<file path="config.mk">
export PLATFORM = sky130hd
export DESIGN_NAME = steim1_frame_decoder
export DESIGN_NICKNAME = d
export VERILOG_FILES = /design/src/rtl/s1fd_pkg.sv /design/src/rtl/s1fd_word_decode.sv /design/src/rtl/steim1_frame_decoder.sv
export SDC_FILE = /design/constraint.sdc
export NUM_CORES = 1
export LEC_CHECK = 0
export ABC_CLOCK_PERIOD_IN_PS = 9800
export BUFFER_PORTS_ARGS = -buffer_cell sky130_fd_sc_hd__buf_2
export CORE_ASPECT_RATIO = 2
export CORE_MARGIN = 3
export CORE_UTILIZATION = 40
export DETAILED_ROUTE_END_ITERATION = 8
export PLACE_DENSITY = 0.56
export SYNTH_ARGS = -nofsm -noshare
export SYNTH_HDL_FRONTEND = slang
export SYNTH_SLANG_ARGS = --single-unit
export TNS_END_PERCENT = 1
</file>
<file path="constraint.sdc">
create_clock -name aclk -period 9.8 [get_ports aclk]
set_clock_uncertainty 0.2 [all_clocks]
set_input_delay 0.98 -clock aclk [delete_from_list [all_inputs] [get_ports aclk]]
set_output_delay 0.98 -clock aclk [all_outputs]
set_load 0.02 [all_outputs]
</file>
<file path="src/rtl/s1fd_pkg.sv">
// Shared types and constants for the Steim-1 frame decoder.
// Used by s1fd_word_decode and steim1_frame_decoder; no dependencies.
package s1fd_pkg;

    localparam int WORDS_PER_FRAME = 16;
    localparam int WIF_W           = $clog2(WORDS_PER_FRAME);
    localparam int LANES           = 4;

    // Nibble codes from the frame's code word
    localparam logic [1:0] CODE_NONE = 2'd0;
    localparam logic [1:0] CODE_BYTE = 2'd1;
    localparam logic [1:0] CODE_HALF = 2'd2;
    localparam logic [1:0] CODE_WORD = 2'd3;

    // Register indexes on the configuration port
    localparam logic REG_LITTLE_ENDIAN = 1'b0;
    localparam logic REG_FRAMES        = 1'b1;

    localparam logic [7:0]  FPB_RESET     = 8'd63;
    localparam logic [16:0] COUNT_MAX     = 17'h1FFFF;
    localparam logic [WIF_W-1:0] WIF_LAST = WIF_W'(WORDS_PER_FRAME - 1);

    // Decoder state carried from word to word
    typedef struct packed {
        logic [WIF_W-1:0] word_in_frame;
        logic [7:0]       frame_number;
        logic [31:0]      frame_codes;
        logic [31:0]      initial_sample;
        logic [31:0]      previous_sample;
        logic [16:0]      decoded_count;
        logic [15:0]      sample_target;
    } dec_state_t;

    // Results caused by one word: emitted samples, then an optional status
    typedef struct packed {
        logic [LANES-1:0][31:0] samples;
        logic [2:0]             n_emit;
        logic                   has_status;
        logic [16:0]            status_diff;
    } result_set_t;

    // Reverse the four bytes of a word
    function automatic logic [31:0] swap32(input logic [31:0] w);
        return {w[7:0], w[15:8], w[23:16], w[31:24]};
    endfunction

endpackage

</file>
<file path="src/rtl/s1fd_word_decode.sv">
// Combinational decode of one data word against the current decoder state.
// Depends on s1fd_pkg for the state and result types.
module s1fd_word_decode import s1fd_pkg::*; (
    input  dec_state_t  st,
    input  logic [31:0] raw_word,
    input  logic [15:0] expected_samples,
    input  logic        little_endian,
    input  logic [7:0]  frames_per_block,
    output dec_state_t  st_next,
    output result_set_t res
);

    logic [31:0]             w32;
    logic                    blk_start;
    logic                    header;
    logic                    active;
    logic                    first;
    logic [1:0]              code;
    logic [15:0]             tgt;
    logic [16:0]             dc;
    logic [2:0]              n_diff;
    logic [LANES-1:0][17:0]  nd;
    logic [LANES-1:0][17:0]  psum;
    logic [LANES-1:0][31:0]  addend;
    logic [31:0]             base;
    logic [LANES-1:0][31:0]  samples;
    logic [16:0]             room;
    logic [2:0]              n_emit;
    logic [17:0]             dc_sum;
    logic [16:0]             dc_new;
    logic [1:0]              last_lane;
    logic [8:0]              fpb_eff;
    logic                    last_word;
    logic [15:0]             h0;
    logic [15:0]             h1;

    // Frame position and block start
    always_comb begin
        w32       = little_endian ? swap32(raw_word) : raw_word;
        blk_start = (st.word_in_frame == '0) && (st.frame_number == 8'd0);
        tgt       = blk_start ? expected_samples : st.sample_target;
        dc        = blk_start ? 17'd0 : st.decoded_count;
        header    = (st.frame_number == 8'd0) &&
                    ((st.word_in_frame == WIF_W'(1)) || (st.word_in_frame == WIF_W'(2)));
        first     = (st.frame_number == 8'd0) && (st.word_in_frame == WIF_W'(3));
        active    = (st.word_in_frame != '0) && !header;
        code      = active ? st.frame_codes[{~st.word_in_frame, 1'b0} +: 2] : CODE_NONE;
    end

    // Split the word into narrow differences
    always_comb begin
        h0 = little_endian ? {raw_word[23:16], raw_word[31:24]} : raw_word[31:16];
        h1 = little_endian ? {raw_word[7:0], raw_word[15:8]} : raw_word[15:0];
        nd = '0;
        n_diff = 3'd0;
        case (code)
            CODE_BYTE: begin
                for (int k = 0; k < LANES; k++) begin
                    nd[k] = {{10{raw_word[31-8*k]}}, raw_word[31-8*k -: 8]};
                end
                n_diff = 3'd4;
            end
            CODE_HALF: begin
                nd[0]  = {{2{h0[15]}}, h0};
                nd[1]  = {{2{h1[15]}}, h1};
                n_diff = 3'd2;
            end
            CODE_WORD: begin
                n_diff = 3'd1;
            end
            default: begin
                n_diff = 3'd0;
            end
        endcase
        // A restart replaces the first difference by the initial value
        if (first) begin
            nd[0] = '0;
        end
    end

    // Prefix sums on narrow values, then one wide add per lane
    always_comb begin
        base    = first ? st.initial_sample : st.previous_sample;
        psum[0] = nd[0];
        for (int k = 1; k < LANES; k++) begin
            psum[k] = psum[k-1] + nd[k];
        end
        for (int k = 0; k < LANES; k++) begin
            addend[k] = {{14{psum[k][17]}}, psum[k]};
        end
        if (code == CODE_WORD) begin
            addend[0] = first ? 32'd0 : w32;
        end
        for (int k = 0; k < LANES; k++) begin
            samples[k] = base + addend[k];
        end
    end

    // Emission count, sample count and block end
    always_comb begin
        room   = ({1'b0, tgt} > dc) ? ({1'b0, tgt} - dc) : 17'd0;
        n_emit = (room < {14'd0, n_diff}) ? room[2:0] : n_diff;
        dc_sum = {1'b0, dc} + {15'd0, n_diff};
        dc_new = dc_sum[17] ? COUNT_MAX : dc_sum[16:0];
        last_lane = 2'(n_diff - 3'd1);
        fpb_eff   = (frames_per_block == 8'd0) ? 9'd256 : {1'b0, frames_per_block};
        last_word = (st.word_in_frame == WIF_LAST) &&
                    (({1'b0, st.frame_number} + 9'd1) >= fpb_eff);
    end

    // Next state
    always_comb begin
        st_next               = st;
        st_next.sample_target = tgt;
        st_next.decoded_count = dc_new;
        if (st.word_in_frame == '0) begin
            st_next.frame_codes = w32;
        end
        if (header && (st.word_in_frame == WIF_W'(1))) begin
            st_next.initial_sample = w32;
        end
        if (n_diff != 3'd0) begin
            st_next.previous_sample = samples[last_lane];
        end
        if (last_word) begin
            st_next.word_in_frame = '0;
            st_next.frame_number  = 8'd0;
        end else if (st.word_in_frame == WIF_LAST) begin
            st_next.word_in_frame = '0;
            st_next.frame_number  = st.frame_number + 8'd1;
        end else begin
            st_next.word_in_frame = st.word_in_frame + WIF_W'(1);
        end
    end

    // Results of this word
    always_comb begin
        res.samples     = samples;
        res.n_emit      = n_emit;
        res.has_status  = last_word;
        res.status_diff = {1'b0, tgt} - dc_new;
    end

endmodule

</file>
<file path="src/rtl/steim1_frame_decoder.sv">
// Top level of the Steim-1 frame decoder: stream ports, APB registers, result buffer.
// Depends on s1fd_pkg and s1fd_word_decode.

// Decodes a record's Steim-1 data area given as 32-bit words, 16 words to a frame,
// frames_per_block frames to a block. Each word is held in an input register, decoded
// combinationally against the running state, and its results (up to four samples, plus
// a status item on the block's last word) are parked in a result buffer that presents
// one item per cycle on the m_ side while m_tready is high. A word therefore holds the
// buffer until all of its items are taken: four for a word of byte differences, five
// for such a word at block end; a word without results leaves the buffer free. The next
// word is decoded in the cycle the buffer hands over its last item, so the output
// channel, not the decoder, sets the word rate. Words pass the input register and
// the result buffer. Registers: 0x0 little_endian_data (bit 0), 0x4 frames_per_block
// (bits 7:0, 0 means 256, reset 63); write them only while no word is in flight.
module steim1_frame_decoder import s1fd_pkg::*; (
    input  logic        aclk,
    input  logic        aresetn,
    // APB configuration port
    input  logic        psel,
    input  logic        penable,
    input  logic        pwrite,
    input  logic [2:0]  paddr,
    input  logic [31:0] pwdata,
    output logic [31:0] prdata,
    output logic        pready,
    // Input words
    input  logic        s_tvalid,
    output logic        s_tready,
    input  logic [47:0] s_tdata,   // [31:0] data_word, [47:32] expected_samples
    // Results
    output logic        m_tvalid,
    input  logic        m_tready,
    output logic [55:0] m_tdata,   // [31:0] sample_value, [48:32] count_difference, pad
    output logic        m_tuser,   // [0] is_sample
    output logic        m_tlast    // last_of_run
);

    logic        little_endian_reg;
    logic [7:0]  frames_reg;

    logic        in_valid_reg;
    logic [31:0] in_word_reg;
    logic [15:0] in_exp_reg;

    dec_state_t  state_reg;
    dec_state_t  state_next;
    result_set_t res_next;
    result_set_t res_reg;
    logic [2:0]  idx_reg;
    logic [2:0]  total_reg;

    logic        cfg_write;
    logic        buf_free;
    logic        decode_fire;
    logic        out_fire;
    logic        cur_is_sample;

    // Configuration registers
    assign pready    = 1'b1;
    assign cfg_write = psel && penable && pwrite && pready;

    always_ff @(posedge aclk) begin
        if (!aresetn) begin
            little_endian_reg <= 1'b0;
            frames_reg        <= FPB_RESET;
        end else if (cfg_write) begin
            case (paddr[2])
                REG_LITTLE_ENDIAN: little_endian_reg <= pwdata[0];
                REG_FRAMES:        frames_reg        <= pwdata[7:0];
                default:           frames_reg        <= frames_reg;
            endcase
        end
    end

    always_comb begin
        case (paddr[2])
            REG_LITTLE_ENDIAN: prdata = {31'd0, little_endian_reg};
            REG_FRAMES:        prdata = {24'd0, frames_reg};
            default:           prdata = 32'd0;
        endcase
    end

    // Handshake control: decode when the buffer empties or hands over its last item
    assign out_fire    = m_tvalid && m_tready;
    assign buf_free    = (idx_reg == total_reg) ||
                         (out_fire && ((idx_reg + 3'd1) == total_reg));
    assign decode_fire = in_valid_reg && buf_free;
    assign s_tready    = !in_valid_reg || decode_fire;

    // Input register
    always_ff @(posedge aclk) begin
        if (!aresetn) begin
            in_valid_reg <= 1'b0;
        end else if (s_tvalid && s_tready) begin
            in_valid_reg <= 1'b1;
        end else if (decode_fire) begin
            in_valid_reg <= 1'b0;
        end
    end

    always_ff @(posedge aclk) begin
        if (s_tvalid && s_tready) begin
            in_word_reg <= s_tdata[31:0];
            in_exp_reg  <= s_tdata[47:32];
        end
    end

    s1fd_word_decode u_decode (
        .st               (state_reg),
        .raw_word         (in_word_reg),
        .expected_samples (in_exp_reg),
        .little_endian    (little_endian_reg),
        .frames_per_block (frames_reg),
        .st_next          (state_next),
        .res              (res_next)
    );

    // Decoder state and result buffer control
    always_ff @(posedge aclk) begin
        if (!aresetn) begin
            state_reg <= '0;
            idx_reg   <= 3'd0;
            total_reg <= 3'd0;
        end else if (decode_fire) begin
            state_reg <= state_next;
            idx_reg   <= 3'd0;
            total_reg <= res_next.n_emit + {2'd0, res_next.has_status};
        end else if (out_fire) begin
            idx_reg <= idx_reg + 3'd1;
        end
    end

    // Result buffer payload
    always_ff @(posedge aclk) begin
        if (decode_fire) begin
            res_reg <= res_next;
        end
    end

    // Present the current item of the buffer
    assign cur_is_sample = idx_reg < res_reg.n_emit;
    assign m_tvalid      = idx_reg != total_reg;
    assign m_tuser       = cur_is_sample;
    assign m_tlast       = (idx_reg + 3'd1) == total_reg;
    assign m_tdata       = {7'd0,
                            cur_is_sample ? 17'd0 : res_reg.status_diff,
                            cur_is_sample ? res_reg.samples[idx_reg[1:0]] : 32'd0};

`ifndef ASSERT_OFF
    // The buffer never holds more than four samples and one status item
    a_total_range: assert property (@(posedge aclk) disable iff (!aresetn)
        total_reg <= 3'd5)
        else $error("result buffer count out of range");

    // A status item always closes the run of its word
    a_status_last: assert property (@(posedge aclk) disable iff (!aresetn)
        (m_tvalid && !m_tuser) |-> m_tlast)
        else $error("status item is not the last of its word");

    // A word waiting on a busy buffer is kept
    a_word_held: assert property (@(posedge aclk) disable iff (!aresetn)
        (in_valid_reg && !decode_fire) |=> (in_valid_reg && $stable(in_word_reg)))
        else $error("pending word lost");

    // The sample target is taken from the block's first word
    a_target_latch: assert property (@(posedge aclk) disable iff (!aresetn)
        (decode_fire && (state_reg.word_in_frame == '0) && (state_reg.frame_number == 8'd0))
        |=> (state_reg.sample_target == $past(in_exp_reg)))
        else $error("sample target not latched at block start");
`endif

endmodule
</file>
==> summary.md <==
| Metric | Value |
|---|---|
| Via density | `about 5.7` |
| Iter 0 DRT Violations | `1,262` |
| LEAKAGE | `0.0145 uW` |
| Critical Path Source | `state_reg[130]` |
| DR DRC count | `0` |
| Crit path to | `state_reg[58]` |
| Router iterations before antenna repair | `5` |
| Number of I/O pins | `183` |
| Largest net degree at the start of global routing | `76` |
| Gate Count Post-Synth | `just over 3,000` |
| Clk root buf | `clkbuf_16` |
| Reg2reg path depth | `48` |
| FMAX | `0.105 GHz` |
| Global route hottest layer | `met2` |
| Post-Route WL | `99,300 um` |
| CP Class | `reg2reg` |
| Worst hold-check path type | `reg2reg` |
| Crit path largest cell delay | `between 0.5 and 0.6 ns` |
| Final Wtd Congestion | `0.968` |
| FFs w/ async S/R, synth | `0%` |
| Worst Path Required | `10.10 ns` |
| Final nets | `3,740` |
| Avg Inst Size Synth | `about 9 sq um` |
| Number of buffers created by CTS | `37` |
| Hold_ws | `0.252 ns` |
| Max stage delay cell, worst path | `or4_1` |
| Most common cell after layout, fill and taps aside | `nor2_1` |
| Number of global-route vias before repair | `around 25,000` |
| CTS max path bufs | `3` |
| Max cap viols | `0` |
| Synthesis-to-finish area growth | `20.7%` |
| Die area | `71,300 sq um` |
| CP startpoint kind | `register` |
| Global route overflow | `0` |
| Antenna violations before repair | `1` |
| RR Startpoint | `state_reg[130]` |
| GR met3 Demand/Resource | `under 10%` |
| First-pass GRT wire length | `around 150,000 um` |
| Worst-Margin Slew | `about 1.1 ns` |
| # clock sinks | `353` |
| Die span in y | `about 370 um` |
| Met1 usage | `approximately a quarter` |
| Crit-path most repeated cell | `a21oi_2` |
| Worst-Skew Late Latency | `0.59 ns` |
| TritonCTS clock tree | `yes` |
| Final ANT Viol Nets | `0` |
| Reg2reg setup slack | `0.31 ns` |
| VDD IR max | `141 uV` |
| Share of layout cells above drive strength 1 | `21.9%` |
| Final hold violations | `0` |
| Most frequent cells in the layout | `nor2_1 (331), buf_4 (329), nand2_1 (263), ha_1 (225), edfxtp_1 (196)` |
| Port-buffer cells | `124` |
| Final slew viol count | `0` |
| Ant diodes | `0` |
| Final period utilization | `96.9%` |
| Synthesized area | `27,200 sq um` |
| Initial core utilization | `40.5%` |
| Count of different cell masters after synthesis | `88` |
| Ys flop type | `edfxtp_1` |
| EDFF count, synth | `196` |
| GR met2 Demand/Resource | `52.7%` |
| DP HPWL | `78,100 um` |
| Maximum net fanout on the critical path | `7` |
| Core area | `~67,000 sq um` |
| Yosys reg bits | `~350` |
| Number of setup violations in the final report | `0` |
| # rows | `134` |
| RSZ-0062 raised after global routing | `yes` |
| H-tree depth | `2` |
| Pwr/cell area | `121 nW/um^2` |
| Total Routing Usage GR | `27.2%` |
| Wirelength per Cell | `23.0 um` |
| Die X | `190 um` |
| Critical path arrival | `just under 10 ns` |
| Reg2reg end | `state_reg[58]` |
| Sequential share of the synthesized area | `33.2%` |
| Worst setup EP type | `register` |
| Minimum clock period | `9.49 ns` |
| Routed vias | `24,500` |
| Max reg flops | `roughly 150` |
| Clock transition at path regs | `~0.06 ns` |
| Total power | `around 4000 uW` |
| Yosys Warn Count | `0` |
| Status | `finished clean` |
| Rel. slew slack | `24.4%` |
## metrics by stage
step                      instances  worst slack, ns  cell area, sq um  util [%]  setup TNS (ns)
after floorplan                3054           0.0198             27300         -               0
after global routing           4315          -0.0935             32800      48.9          -0.672
after global placement         4232           -0.478             30800      45.9           -6.93
after detailed placement       4232           -0.561             30800      45.9           -9.14
final                          4315            0.308             32800      48.9               0
after CTS                      4303          0.00840             32200      48.1               0
## Yosys cell counts, types with 34 or more instances
library cell	count	area (sq um)
a211oi_1	96	721
a21o_1	95	713
clkbuf_1	97	364
nand2_1	268	1010
ha_1	238	2980
nand3_1	54	270
inv_1	128	480
o21ai_0	171	856
a21boi_0	34	255
a21oi_1	206	1030
and2_1	73	457
mux4_2	60	1350
nor2_1	338	1270
edfxtp_1	196	5890
xnor2_1	140	1230
o21a_1	35	263
buf_4	34	255
xor2_1	54	473
nor2b_1	104	651
dfxtp_1	157	3140
nor3_1	57	285
## where the power goes
group	switching (uW)	total (uW)	leakage (uW)	internal (uW)
Clock	654	1470	0.000588	819
Sequential	50.9	1720	0.00317	1670
Combinational	485	779	0.0107	294
## final cells by class
class / instances / area [sq um]
inverters: 131 / 504
multi-input cells: 2421 / 17800
fillers: 6487 / 34200
flip-flops and latches: 353 / 9040
repair buffers: 458 / 3150
well taps: 884 / 1110
clock inverters: 18 / 215
clock buffers: 50 / 1010
## cell families (layout without fill, tap and decap cells)
group,count (synthesis),count (layout),share of synthesized area [%]
compound gates,813,813,19.5
xor+xnor,198,198,6.54
fa+ha+maj,249,249,11.7
buf+inv,280,657,4.37
flops,353,353,33.2
mux,113,113,7.04
other cells,2,32,0.0276
simple gates,1016,1016,17.6
## per-layer routing
layer	wire [um]	up-vias
met5	0	-
met4	9860	0
met3	3460	323
met2	53700	692
met1	32300	11800
li1	-	11700
## worst min path at each step
stage                        from       endpoint  slack [ns]  cells past startpoint
floorplan           state_reg[45]  state_reg[45]        0.23                      2
global placement    state_reg[37]  state_reg[37]        0.24                      2
detailed placement  state_reg[40]  state_reg[40]        0.24                      2
CTS                 state_reg[40]  state_reg[40]        0.25                      2
global route        state_reg[48]  state_reg[48]        0.28                      2
finish              state_reg[40]  state_reg[40]        0.25                      2
## worst max-delay path, delay by kind of cell, from the launching register on
family                   cells  cell delay [ns]
adder cells (fa/ha/maj)      7             2.02
buffers and inverters        7             0.98
multiplexers                 1             0.10
flip-flops                   1             0.32
AO/OA/AOI/OAI               21             3.41
XOR/XNOR                     5             0.87
AND/OR/NAND/NOR              7             1.47
## repair_timing
action                                  in CTS  in global routing
pin swaps                                   22                 75
hold buffers                                 0                  0
endpoints found under the setup margin      27                 26
setup buffers                                3                 12
resized for setup                           49                107
No activity file was read; power rests on OpenSTA's default activity.
